`config.mk`:
```
export PLATFORM = sky130hd
export DESIGN_NAME = positional_list_store_core
export DESIGN_NICKNAME = d
export VERILOG_FILES = /design/src/rtl/plc_pkg.sv /design/src/rtl/plc_cell.sv /design/src/rtl/plc_group.sv /design/src/rtl/positional_list_store_core.sv
export SDC_FILE = /design/constraint.sdc
export NUM_CORES = 2
export LEC_CHECK = 0
export BUFFER_PORTS_ARGS = -buffer_cell sky130_fd_sc_hd__buf_4
export CAP_MARGIN = 20
export CORE_ASPECT_RATIO = 1.25
export CORE_MARGIN = 1
export CORE_UTILIZATION = 63
export DETAILED_ROUTE_END_ITERATION = 16
export PLACE_DENSITY_LB_ADDON = 0.12
export SLEW_MARGIN = 15
export SYNTH_ARGS = -nofsm -noshare
export SYNTH_HDL_FRONTEND = slang
export SYNTH_SLANG_ARGS = --single-unit
```
`constraint.sdc`:
```
create_clock -name clk_i -period 25.1 [get_ports clk_i]
set_clock_uncertainty 0.1 [all_clocks]
set_input_delay 2.51 -clock clk_i [delete_from_list [all_inputs] [get_ports clk_i]]
set_output_delay 2.51 -clock clk_i [all_outputs]
set_load 0.005 [all_outputs]
```
`src/rtl/plc_pkg.sv`:
```
package plc_pkg;

  localparam int CAPACITY = 64;
  localparam int DATA_W   = 8;
  localparam int POS_W    = 7;
  localparam int OP_W     = 2;
  localparam int CNT_W    = 7;
  localparam int LEN_W    = $clog2(CAPACITY + 1);
  localparam int IDX_W    = $clog2(CAPACITY);
  // compare width: wide enough for any position or length plus one
  localparam int CW       = ((LEN_W > POS_W) ? LEN_W : POS_W) + 1;
  localparam int GRP_SZ   = 8;
  localparam int GRP_IW   = $clog2(GRP_SZ);
  localparam int NGRP     = (CAPACITY + GRP_SZ - 1) / GRP_SZ;
  localparam int NPAD     = NGRP * GRP_SZ;

  typedef enum logic [OP_W-1:0] {
    OP_INSERT = 2'd0,
    OP_DELETE = 2'd1,
    OP_GET    = 2'd2,
    OP_LOCATE = 2'd3
  } op_e;

  typedef struct packed {
    logic [OP_W-1:0]   operation;
    logic [POS_W-1:0]  position;
    logic [DATA_W-1:0] value;
  } req_t;

  typedef struct packed {
    logic              ok;
    logic [DATA_W-1:0] out_value;
    logic [CNT_W-1:0]  found_at;
    logic [CNT_W-1:0]  count;
    logic              is_empty;
  } rsp_t;

  // broadcast from the controller to every cell
  typedef struct packed {
    logic              go;
    logic              ins_ok;
    logic              del_ok;
    logic              rd_en;
    logic              loc_en;
    logic [CW-1:0]     pos;
    logic [CW-1:0]     len;
    logic [DATA_W-1:0] val;
  } cell_ctrl_t;

  typedef struct packed {
    logic              hit;
    logic [GRP_IW-1:0] first;
    logic [DATA_W-1:0] data;
  } grp_res_t;

endpackage

```
`src/rtl/plc_cell.sv`:
```
module plc_cell (
  input  logic                         clk_i,
  input  logic                         rst_ni,
  input  plc_pkg::cell_ctrl_t          ctrl_i,
  input  logic [plc_pkg::IDX_W-1:0]    idx_i,
  input  logic [plc_pkg::DATA_W-1:0]   left_i,
  input  logic [plc_pkg::DATA_W-1:0]   right_i,
  output logic [plc_pkg::DATA_W-1:0]   data_o,
  output logic                         hit_o,
  output logic [plc_pkg::DATA_W-1:0]   sel_o
);

  logic [plc_pkg::DATA_W-1:0] data_q, data_d;
  logic [plc_pkg::DATA_W-1:0] sel_q, sel_d;
  logic                       hit_q, hit_d;
  logic [plc_pkg::CW-1:0]     kk;
  logic [plc_pkg::CW-1:0]     kk1;
  logic                       ins_put, ins_shift, del_shift;

  assign kk  = plc_pkg::CW'(idx_i);
  assign kk1 = kk + plc_pkg::CW'(1);

  always_comb begin
    ins_put   = ctrl_i.ins_ok && (kk1 == ctrl_i.pos);
    ins_shift = ctrl_i.ins_ok && (kk >= ctrl_i.pos) && (kk <= ctrl_i.len);
    del_shift = ctrl_i.del_ok && (kk1 >= ctrl_i.pos) && (kk1 < ctrl_i.len);
    data_d = data_q;
    if (ins_put) begin
      data_d = ctrl_i.val;
    end else if (ins_shift) begin
      data_d = left_i;
    end else if (del_shift) begin
      data_d = right_i;
    end
    // read and compare see the contents before this request's shift
    sel_d = (ctrl_i.rd_en && (kk1 == ctrl_i.pos)) ? data_q : '0;
    hit_d = ctrl_i.loc_en && (kk < ctrl_i.len) && (data_q == ctrl_i.val);
  end

  always_ff @(posedge clk_i) begin
    if (ctrl_i.go) begin
      data_q <= data_d;
      sel_q  <= sel_d;
    end
  end

  always_ff @(posedge clk_i or negedge rst_ni) begin
    if (!rst_ni) begin
      hit_q <= 1'b0;
    end else if (ctrl_i.go) begin
      hit_q <= hit_d;
    end
  end

  assign data_o = data_q;
  assign hit_o  = hit_q;
  assign sel_o  = sel_q;

endmodule

```
`src/rtl/plc_group.sv`:
```
module plc_group (
  input  logic                                          clk_i,
  input  logic [plc_pkg::GRP_SZ-1:0]                    hit_i,
  input  logic [plc_pkg::GRP_SZ-1:0][plc_pkg::DATA_W-1:0] sel_i,
  output plc_pkg::grp_res_t                             res_o
);

  plc_pkg::grp_res_t res_q, res_d;

  always_comb begin
    res_d.hit   = |hit_i;
    res_d.first = '0;
    res_d.data  = '0;
    // scan down so the lowest hit wins
    for (int i = plc_pkg::GRP_SZ - 1; i >= 0; i--) begin
      if (hit_i[i]) begin
        res_d.first = plc_pkg::GRP_IW'(i);
      end
    end
    for (int i = 0; i < plc_pkg::GRP_SZ; i++) begin
      res_d.data = res_d.data | sel_i[i];
    end
  end

  always_ff @(posedge clk_i) begin
    res_q <= res_d;
  end

  assign res_o = res_q;

endmodule

```
`src/rtl/positional_list_store_core.sv`:
```
// Positional list store: an ordered list of byte elements, positions from 1.
// Request channel: in_valid_i / in_stall_o carry in_req_i (operation,
// position, value). Response channel: out_valid_o / out_stall_i carry
// out_rsp_o (ok, out_value, found_at, count, is_empty). A transfer happens
// on a clock edge with valid high and stall low; one response per request.
// The elements sit in a row of cells; insert and delete shift them in place
// in the accept cycle. Get, delete readout and locate are resolved over
// the cells by a registered two-level tree (groups of eight cells, then
// across groups).
// The response passes the cell registers, the group registers and the
// response register before it is valid. A new request is taken only while
// idle or in the cycle the response leaves, so a request is never taken
// before the last one is through.
// While the response is stalled it holds, and no new request is taken.
// Reset (rst_ni low, asynchronous) empties the list; cell contents are
// not cleared and are never read outside the current length.
module positional_list_store_core (
  input  logic            clk_i,
  input  logic            rst_ni,
  input  logic            in_valid_i,
  output logic            in_stall_o,
  input  plc_pkg::req_t   in_req_i,
  output logic            out_valid_o,
  input  logic            out_stall_i,
  output plc_pkg::rsp_t   out_rsp_o
);

  typedef enum logic [3:0] {
    ST_IDLE  = 4'b0001,
    ST_CELL  = 4'b0010,
    ST_GROUP = 4'b0100,
    ST_OUT   = 4'b1000
  } state_e;

  state_e state_q, state_d;

  logic                       in_acc, out_acc;
  logic [plc_pkg::LEN_W-1:0]  len_q, len_d;
  logic                       ok_q, ok_d;
  plc_pkg::op_e               op_q, op_in;
  plc_pkg::rsp_t              rsp_q, rsp_d;
  plc_pkg::cell_ctrl_t        ctrl;
  logic [plc_pkg::CW-1:0]     pos_w, len_w;
  logic                       ins_ok, rd_ok;

  logic [plc_pkg::CAPACITY-1:0][plc_pkg::DATA_W-1:0] cell_data;
  logic [plc_pkg::NPAD-1:0]                          hit_all;
  logic [plc_pkg::NPAD-1:0][plc_pkg::DATA_W-1:0]     sel_all;
  plc_pkg::grp_res_t [plc_pkg::NGRP-1:0]             grp;

  logic                       any_hit;
  logic [plc_pkg::LEN_W-1:0]  found;
  logic [plc_pkg::DATA_W-1:0] rd_data;

  assign out_acc    = (state_q == ST_OUT) && !out_stall_i;
  assign in_stall_o = !((state_q == ST_IDLE) || out_acc);
  assign in_acc     = in_valid_i && !in_stall_o;

  assign op_in = plc_pkg::op_e'(in_req_i.operation);
  assign pos_w = plc_pkg::CW'(in_req_i.position);
  assign len_w = plc_pkg::CW'(len_q);

  always_comb begin
    ins_ok = (pos_w != '0) && (pos_w <= len_w + plc_pkg::CW'(1))
             && (len_w < plc_pkg::CW'(plc_pkg::CAPACITY));
    rd_ok  = (pos_w != '0) && (pos_w <= len_w);
    ctrl.go     = in_acc;
    ctrl.ins_ok = in_acc && (op_in == plc_pkg::OP_INSERT) && ins_ok;
    ctrl.del_ok = in_acc && (op_in == plc_pkg::OP_DELETE) && rd_ok;
    ctrl.rd_en  = ((op_in == plc_pkg::OP_DELETE) || (op_in == plc_pkg::OP_GET)) && rd_ok;
    ctrl.loc_en = (op_in == plc_pkg::OP_LOCATE);
    ctrl.pos    = pos_w;
    ctrl.len    = len_w;
    ctrl.val    = in_req_i.value;
    len_d = len_q;
    if (ctrl.ins_ok) begin
      len_d = len_q + plc_pkg::LEN_W'(1);
    end else if (ctrl.del_ok) begin
      len_d = len_q - plc_pkg::LEN_W'(1);
    end
    ok_d = ctrl.ins_ok || ctrl.del_ok || ctrl.rd_en;
  end

  for (genvar k = 0; k < plc_pkg::NPAD; k++) begin : g_cell
    if (k < plc_pkg::CAPACITY) begin : g_real
      logic [plc_pkg::DATA_W-1:0] left, right;
      if (k == 0) begin : g_first
        assign left = '0;
      end else begin : g_mid_l
        assign left = cell_data[k-1];
      end
      if (k == plc_pkg::CAPACITY - 1) begin : g_last
        assign right = '0;
      end else begin : g_mid_r
        assign right = cell_data[k+1];
      end
      plc_cell u_cell (
        .clk_i   (clk_i),
        .rst_ni  (rst_ni),
        .ctrl_i  (ctrl),
        .idx_i   (plc_pkg::IDX_W'(k)),
        .left_i  (left),
        .right_i (right),
        .data_o  (cell_data[k]),
        .hit_o   (hit_all[k]),
        .sel_o   (sel_all[k])
      );
    end else begin : g_pad
      assign hit_all[k] = 1'b0;
      assign sel_all[k] = '0;
    end
  end

  for (genvar g = 0; g < plc_pkg::NGRP; g++) begin : g_grp
    plc_group u_group (
      .clk_i (clk_i),
      .hit_i (hit_all[g*plc_pkg::GRP_SZ +: plc_pkg::GRP_SZ]),
      .sel_i (sel_all[g*plc_pkg::GRP_SZ +: plc_pkg::GRP_SZ]),
      .res_o (grp[g])
    );
  end

  always_comb begin
    any_hit = 1'b0;
    found   = '0;
    rd_data = '0;
    for (int g = plc_pkg::NGRP - 1; g >= 0; g--) begin
      if (grp[g].hit) begin
        any_hit = 1'b1;
        found   = plc_pkg::LEN_W'(g * plc_pkg::GRP_SZ) + plc_pkg::LEN_W'(grp[g].first)
                  + plc_pkg::LEN_W'(1);
      end
    end
    for (int g = 0; g < plc_pkg::NGRP; g++) begin
      rd_data = rd_data | grp[g].data;
    end
    rsp_d.ok        = (op_q == plc_pkg::OP_LOCATE) ? any_hit : ok_q;
    rsp_d.out_value = rd_data;
    rsp_d.found_at  = (op_q == plc_pkg::OP_LOCATE) ? plc_pkg::CNT_W'(found) : '0;
    rsp_d.count     = plc_pkg::CNT_W'(len_q);
    rsp_d.is_empty  = (len_q == '0);
  end

  always_comb begin
    state_d = state_q;
    case (state_q)
      ST_IDLE: begin
        if (in_acc) state_d = ST_CELL;
      end
      ST_CELL:  state_d = ST_GROUP;
      ST_GROUP: state_d = ST_OUT;
      ST_OUT: begin
        if (in_acc) begin
          state_d = ST_CELL;
        end else if (out_acc) begin
          state_d = ST_IDLE;
        end
      end
      default:  state_d = ST_IDLE;
    endcase
  end

  always_ff @(posedge clk_i or negedge rst_ni) begin
    if (!rst_ni) begin
      state_q <= ST_IDLE;
      len_q   <= '0;
    end else begin
      state_q <= state_d;
      len_q   <= len_d;
    end
  end

  always_ff @(posedge clk_i) begin
    if (in_acc) begin
      op_q <= op_in;
      ok_q <= ok_d;
    end
    if (state_q == ST_GROUP) begin
      rsp_q <= rsp_d;
    end
  end

  assign out_valid_o = (state_q == ST_OUT);
  assign out_rsp_o   = rsp_q;

`ifndef SYNTHESIS
  a_len_bound: assert property (@(posedge clk_i) disable iff (!rst_ni)
    len_q <= plc_pkg::LEN_W'(plc_pkg::CAPACITY))
    else $error("list length beyond capacity");

  a_ins_grow: assert property (@(posedge clk_i) disable iff (!rst_ni)
    ctrl.ins_ok |=> (len_q == $past(len_q) + plc_pkg::LEN_W'(1)))
    else $error("insert did not grow the list");

  a_loc_found: assert property (@(posedge clk_i) disable iff (!rst_ni)
    (out_valid_o && out_rsp_o.found_at != '0) |-> out_rsp_o.ok)
    else $error("match position without ok");

  a_empty: assert property (@(posedge clk_i) disable iff (!rst_ni)
    out_valid_o |-> (out_rsp_o.is_empty == (out_rsp_o.count == '0)))
    else $error("empty flag disagrees with count");
`endif

endmodule

```
---- Word level (Yosys, flattened, before mapping) ----
Index checks and enable logic that the tools add are counted.
word-level totals
  bits in read-only memories .............. 0
  bits in writable memories ............... 0
  output and inout port bits .............. 26
  memories ................................ 0
  flip-flop bits (word level) ............. 1222
  word-level logic and storage cells ...... 1613
  bits of input ports ..................... 21
  latch bits .............................. 0
operators by class
  div/mod/pow operators ................... 0
  reductions and logical operators ........ 685
  shifts and indexed selects .............. 0
  $add $sub $neg .......................... 18
  equal/unequal tests ..................... 138
  $lt $le $gt $ge ......................... 197
  $mul .................................... 0
  muxes and demuxes ....................... 271
  bitwise logic cells ..................... 63
operators by type and width
  cell                                                              number
  2-to-1 mux 8 bit                                                  192
  logical AND 1 bit                                                 522
  equality test 8 bit                                               64
  bitwise OR 8 bit                                                  63
  equality test 6 x 7 -> 1 bit, first input constant                32
  greater-or-equal comparator 6 x 7 -> 1 bit, first input constant  32
  <= comparator 6 x 7 -> 1 bit, first input constant                32
  < comparator 6 x 7 -> 1 bit, first input constant                 32
  nonzero test 3 bit                                                64
  AND reduction 2 bit                                               65
  equality test 5 x 7 -> 1 bit, first input constant                16
  greater-or-equal comparator 5 x 7 -> 1 bit, first input constant  16
  <= comparator 5 x 7 -> 1 bit, first input constant                16
  < comparator 5 x 7 -> 1 bit, first input constant                 16
  2-to-1 mux 3 bit                                                  32
  2-to-1 mux 7 bit                                                  10
  OR reduction 8 bit                                                8
  equality test 4 x 7 -> 1 bit, first input constant                8
  greater-or-equal comparator 4 x 7 -> 1 bit, first input constant  8
  <= comparator 4 x 7 -> 1 bit, first input constant                8
  < comparator 4 x 7 -> 1 bit, first input constant                 8
  adder 7 x 1 -> 7 bit, second input constant                       5
  2-to-1 mux 2 bit                                                  16
  OR reduction 4 bit                                                8
  other kinds (44)                                                  99

---- Depth between registers and ports, before layout ----
  word-level depth ........................ 11
  gate-level depth with buffers ........... 16
  mapped depth without buffers ............ 12

---- Cells and area by module ----
A second synthesis with hierarchy kept.
unflattened totals
  cells, all modules ...................... 11315
  area total of the unflattened synthesis .. 107344.2 sq um
modules (own cells, without submodules)
  module                                  cells each  seq. area each (sq um)  times used  area each (sq um)
  plc_cell (g_cell[0].g_real.u_cell ...)  166         505.5                   63          1575.3
  plc_group                               50          240.2                   8           451.7
  positional_list_store_core              289         1087.3                  1           2876.5
  plc_cell (g_cell[52].g_real.u_cell)     168         505.5                   1           1612.8

---- Least setup slack after synthesis ----
OpenSTA, ideal clock, no wires.
  path type ............................... input-to-reg
  start point ............................. input out_stall_i
  end point ............................... register len_q[6] (netlist name)
  setup slack ............................. 5.671 ns
  cell stages on the path ................. 7
  required time ........................... 24.866 ns
  data arrival time ....................... 19.195 ns
  path buffers ............................ 1
  library setup time ...................... 0.134 ns
  cells stage by stage .................... nor3b_1 -> o211ai_1 -> inv_1 -> clkbuf_1 -> and4_1 -> a41oi_1 -> xnor2_1
RTL lines
  item                  RTL line                           text
  from (decl)           positional_list_store_core.sv:24   input logic out_stall_i,
  to (signal assigned)  positional_list_store_core.sv:169  len_q <= len_d;
  to (decl)             positional_list_store_core.sv:38   logic [plc_pkg::LEN_W-1:0] len_q, len_d;

---- Final worst setup path ----
  start point ............................. input out_stall_i
  end point ............................... register g_cell[54].g_real.u_cell.data_q, in the netlist g_cell[54].g_real.u_cell.data_o[4], enable pin
on the way
  word-level cells in the longest chain between the ends .. 10
  elaborated cells on any way between the ends .. 15
  those cells by class .................... 15 x reduce/logical
RTL lines
  item                                               RTL line                                                            text
  logical NOT 1 bit *                                positional_list_store_core.sv:55                                    assign out_acc = (state_q == ST_OUT) && !out_stall_i;
  logical AND 1 bit *                                positional_list_store_core.sv:55
  logical OR 1 bit *                                 positional_list_store_core.sv:56                                    assign in_stall_o = !((state_q == ST_IDLE) || out_acc);
  logical AND 1 bit *                                positional_list_store_core.sv:57                                    assign in_acc = in_valid_i && !in_stall_o;
  logical AND 1 bit (on tied branches) (2 in a row)  positional_list_store_core.sv:69, positional_list_store_core.sv:68
  logical AND 1 bit (on tied branches) (2 in a row)  plc_cell.sv:26, plc_cell.sv:25
  nonzero test 3 bit (no source line)                n/a
  AND reduction 2 bit (no source line) *             n/a
  to (signal assigned)                               plc_cell.sv:42                                                      data_q <= data_d;
  to (decl)                                          plc_cell.sv:13                                                      logic [plc_pkg::DATA_W-1:0] data_q, data_d;
Mark *: on every way between the ends. The rest lies on a longest branch, timed or not.
A chain may end at the register's enable or synchronous reset.

==> impl_metrics.json <==
{
  "status": "complete, no violations",
  "vias": 48600,
  "place.gp.congestion": 1.09,
  "reg2regPathDepth": 12,
  "final_cell_mix": "edfxtp_1 (1051), nor2_1 (500), nand2_1 (470), mux2i_1 (425), a21oi_1 (392)",
  "yosysTopAreaCellShare": 0.502,
  "grt_max_degree": 154,
  "stdcell_count": 7059,
  "worst_ep_required_time_ps": 25380,
  "die_area_um2": 101000,
  "h-tree-depth": 3,
  "worstHoldStart": "g_cell[46].g_real.u_cell.sel_o[7]$_SDFFCE_PN0P_",
  "place_hpwl_um": 162000,
  "hold_depth": 2,
  "hold_end": "g_grp[5].u_group.res_o[7]$_DFF_P_",
  "seq_area_frac_synth": 0.562,
  "grt_pass1_vias": 45300,
  "min_path_type": "register to register",
  "drt_wl_total_um": 229000,
  "synth_cell_types": 75,
  "ios": 47,
  "wire_per_inst_um": 32.5,
  "dr.pass1.iters": 9,
  "critPathArrivalTime_ps": 7220,
  "ys_seq_elements": 1222,
  "relSlewSlack": 0.162,
  "drive_above_1_share": 0.0799,
  "rrSetupSlack_ps": 19150,
  "antenna_found_initial": 25,
  "die_height_um": 355,
  "fin_nets": 5696,
  "path_max_fanout": 116,
  "endpoint_kind": "register",
  "numPortBuffers": 46,
  "syn_nets": 5783,
  "row_count": 129,
  "mostFrequentLayoutCell": "edfxtp_1",
  "power_leakage_nw": 25.1,
  "peakVddDrop_mv": 0.0729,
  "clock_path_buffers": 3,
  "grt_pass1_wl_um": 326000,
  "fmax_mhz": 144,
  "timing.hold.ws_ps": 331,
  "drcViolationCount": 0,
  "start_util": 0.636,
  "period_share": 0.277,
  "start_kind": "input pin",
  "hold_viol_final": 0,
  "ctsHoldBuffers": 0,
  "synth_area_leaders": "edfxtp_1 (50%), mux2i_1 (6.8%), xnor2_1 (3.8%), xor2_1 (3.5%), and2_1 (3.4%)",
  "synth_area_um2": 62900,
  "vias_per_cell": 6.89,
  "setup-tns-final_ps": 0,
  "avgSynthCellArea_um2": 11.0,
  "root_buffer": "clkbuf_16",
  "power.total_mw": 5.38,
  "post-route-util": 0.692,
  "ys_dominant_reg_cell": "edfxtp_1",
  "cts_sinks": 1222,
  "die_w_um": 285,
  "n_fill_cell": 7444,
  "grt_setup_unrepaired": "no",
  "syn-instance-count": 5727,
  "clk_pin_slew_ps": 60,
  "postCtsSetupBuffers": 0,
  "p_per_area_nw_per_um2": 78.6,
  "clk_latency_ps": 770,
  "synthArstFlopShare": 0.0614,
  "slew_violations": 0,
  "ant_nets": 0,
  "synth_edf_count": 1051,
  "core_area_um2": 98900,
  "synth_largest_area_cell": "edfxtp_1",
  "area_delta_synth_final_pct": 8.80,
  "finalSetupViolCount": 0,
  "cts_buffers": 117,
  "r2r-end": "g_cell[54].g_real.u_cell.data_o[4]$_DFFE_PP_",
  "drt_iter0_markers": 7243,
  "overflow": 0,
  "timing.rr.start": "len_q[4]$_DFFE_PN0P_",
  "period_needed_ps": 6940,
  "yosysWarningCount": 0,
  "dp_cells": 6829,
  "post_cts_resize_count": 0,
  "cts_tree": "built",
  "criticalPathCategory": "input pin to register",
  "maxCapViolations": 0,
  "worst_pin_slew_ps": 1250,
  "grtUsageTotal": 0.449
}
[synthesized netlist by cell type (9+ instances only)]
library cell / instances
a21o_1: 15
a21oi_1: 392
a22oi_1: 17
a31oi_1: 51
and2_1: 345
and3_1: 193
buf_1: 44
buf_2: 61
clkbuf_1: 241
dfrtp_1: 74
dfxtp_1: 96
edfxtp_1: 1051
ha_1: 35
inv_1: 38
mux2_2: 42
mux2i_1: 425
nand2_1: 470
nand2b_1: 16
nand3_1: 122
nand3b_1: 17
nand4_1: 113
nor2_1: 504
nor2b_1: 21
nor3_1: 69
nor3_2: 18
nor4_1: 250
o211ai_1: 9
o21ai_0: 265
o21ai_1: 24
o22ai_1: 35
or2_2: 10
or3_1: 22
xnor2_1: 275
xor2_1: 251
[how the worst max path moves through the flow]
stage	endpoint	startpoint	depth (start not counted)	slack [ps]
CTS	g_cell[54].g_real.u_cell.data_o[7]$_DFFE_PP_	out_stall_i	10	18390
finish	g_cell[54].g_real.u_cell.data_o[4]$_DFFE_PP_	out_stall_i	10	18160
floorplan	len_q[6]$_DFFE_PN0P_	out_stall_i	7	5670
global route	g_cell[54].g_real.u_cell.data_o[2]$_DFFE_PP_	out_stall_i	10	17880
detailed placement	g_cell[54].g_real.u_cell.data_o[7]$_DFFE_PP_	out_stall_i	10	17700
global placement	g_cell[38].g_real.u_cell.data_o[1]$_DFFE_PP_	out_stall_i	10	17770
[power breakdown]
| group | leakage, nW | switching, mW | internal [mW] |
|---|---|---|---|
| Combinational | 11.5 | 0.800 | 0.185 |
| Sequential | 11.7 | 0.0783 | 2.46 |
| Clock | 1.93 | 0.809 | 1.05 |
| Total | 25.1 | 1.69 | 3.70 |
[area by class of cell]
cell class | count | area, um^2 | share of cell area
Antenna cell | 7 | 17.5 | 0.000256
Clock buffer | 150 | 3150 | 0.0461
Clock inverter | 71 | 836 | 0.0122
Inverter | 41 | 161 | 0.00236
Multi-Input combinational cell | 4104 | 26100 | 0.381
Sequential cell | 1222 | 35400 | 0.516
Tap cell | 1310 | 1640 | 0.0239
Timing Repair Buffer | 154 | 1210 | 0.0177
[metal layers]
metal / up-vias / wire (um) / track usage
met5: - / 253 / 0.00708
met2: 3536 / 101000 / 0.684
li1: 20700 / - / -
met4: 26 / 17700 / 0.288
met3: 837 / 28200 / 0.115
met1: 23500 / 81600 / 0.573
[registers in the layout, summed over array words and instances (netlist names)]
signal / flops
g_cell.g_real.u_cell.hit_o: 64
ok_q: 1
g_cell.g_real.u_cell.sel_o: 512
op_q: 2
len_q: 7
g_grp.u_group.res_o: 96
state_q: 4
out_rsp_o: 24
g_cell.g_real.u_cell.data_o: 512
[logic make-up after synthesis]
kind of cell               count (synthesis)  share of synthesized area
AOI/OAI and AO/OA                        871                     0.0766
xor gates and xnor gates                 526                     0.0732
adders and majority gates                 35                    0.00696
buffers and inverters                    401                     0.0262
DFF                                     1222                      0.562
muxes                                    467                     0.0751
and+or+nand+nor                         2205                      0.180
[critical path, stage by stage]
cell and delay, ps:
buf_4 120, nor3b_1 230, o211ai_1 130, buf_4 230
inv_8 530, nand4_1 440, a21oi_4 240, buf_4 690
nand4_1 780, a31oi_1 980
[metrics by stage]
| step | setup WS (ps) | instance area [um^2] |
|---|---|---|
| after floorplan | 5670 | 62900 |
| after global placement | 17770 | 64400 |
| after detailed placement | 17700 | 64400 |
| after CTS | 18390 | 68400 |
| after global routing | 17880 | 68400 |
| final | 18160 | 68500 |
Power figures use the tool's default switching activity.
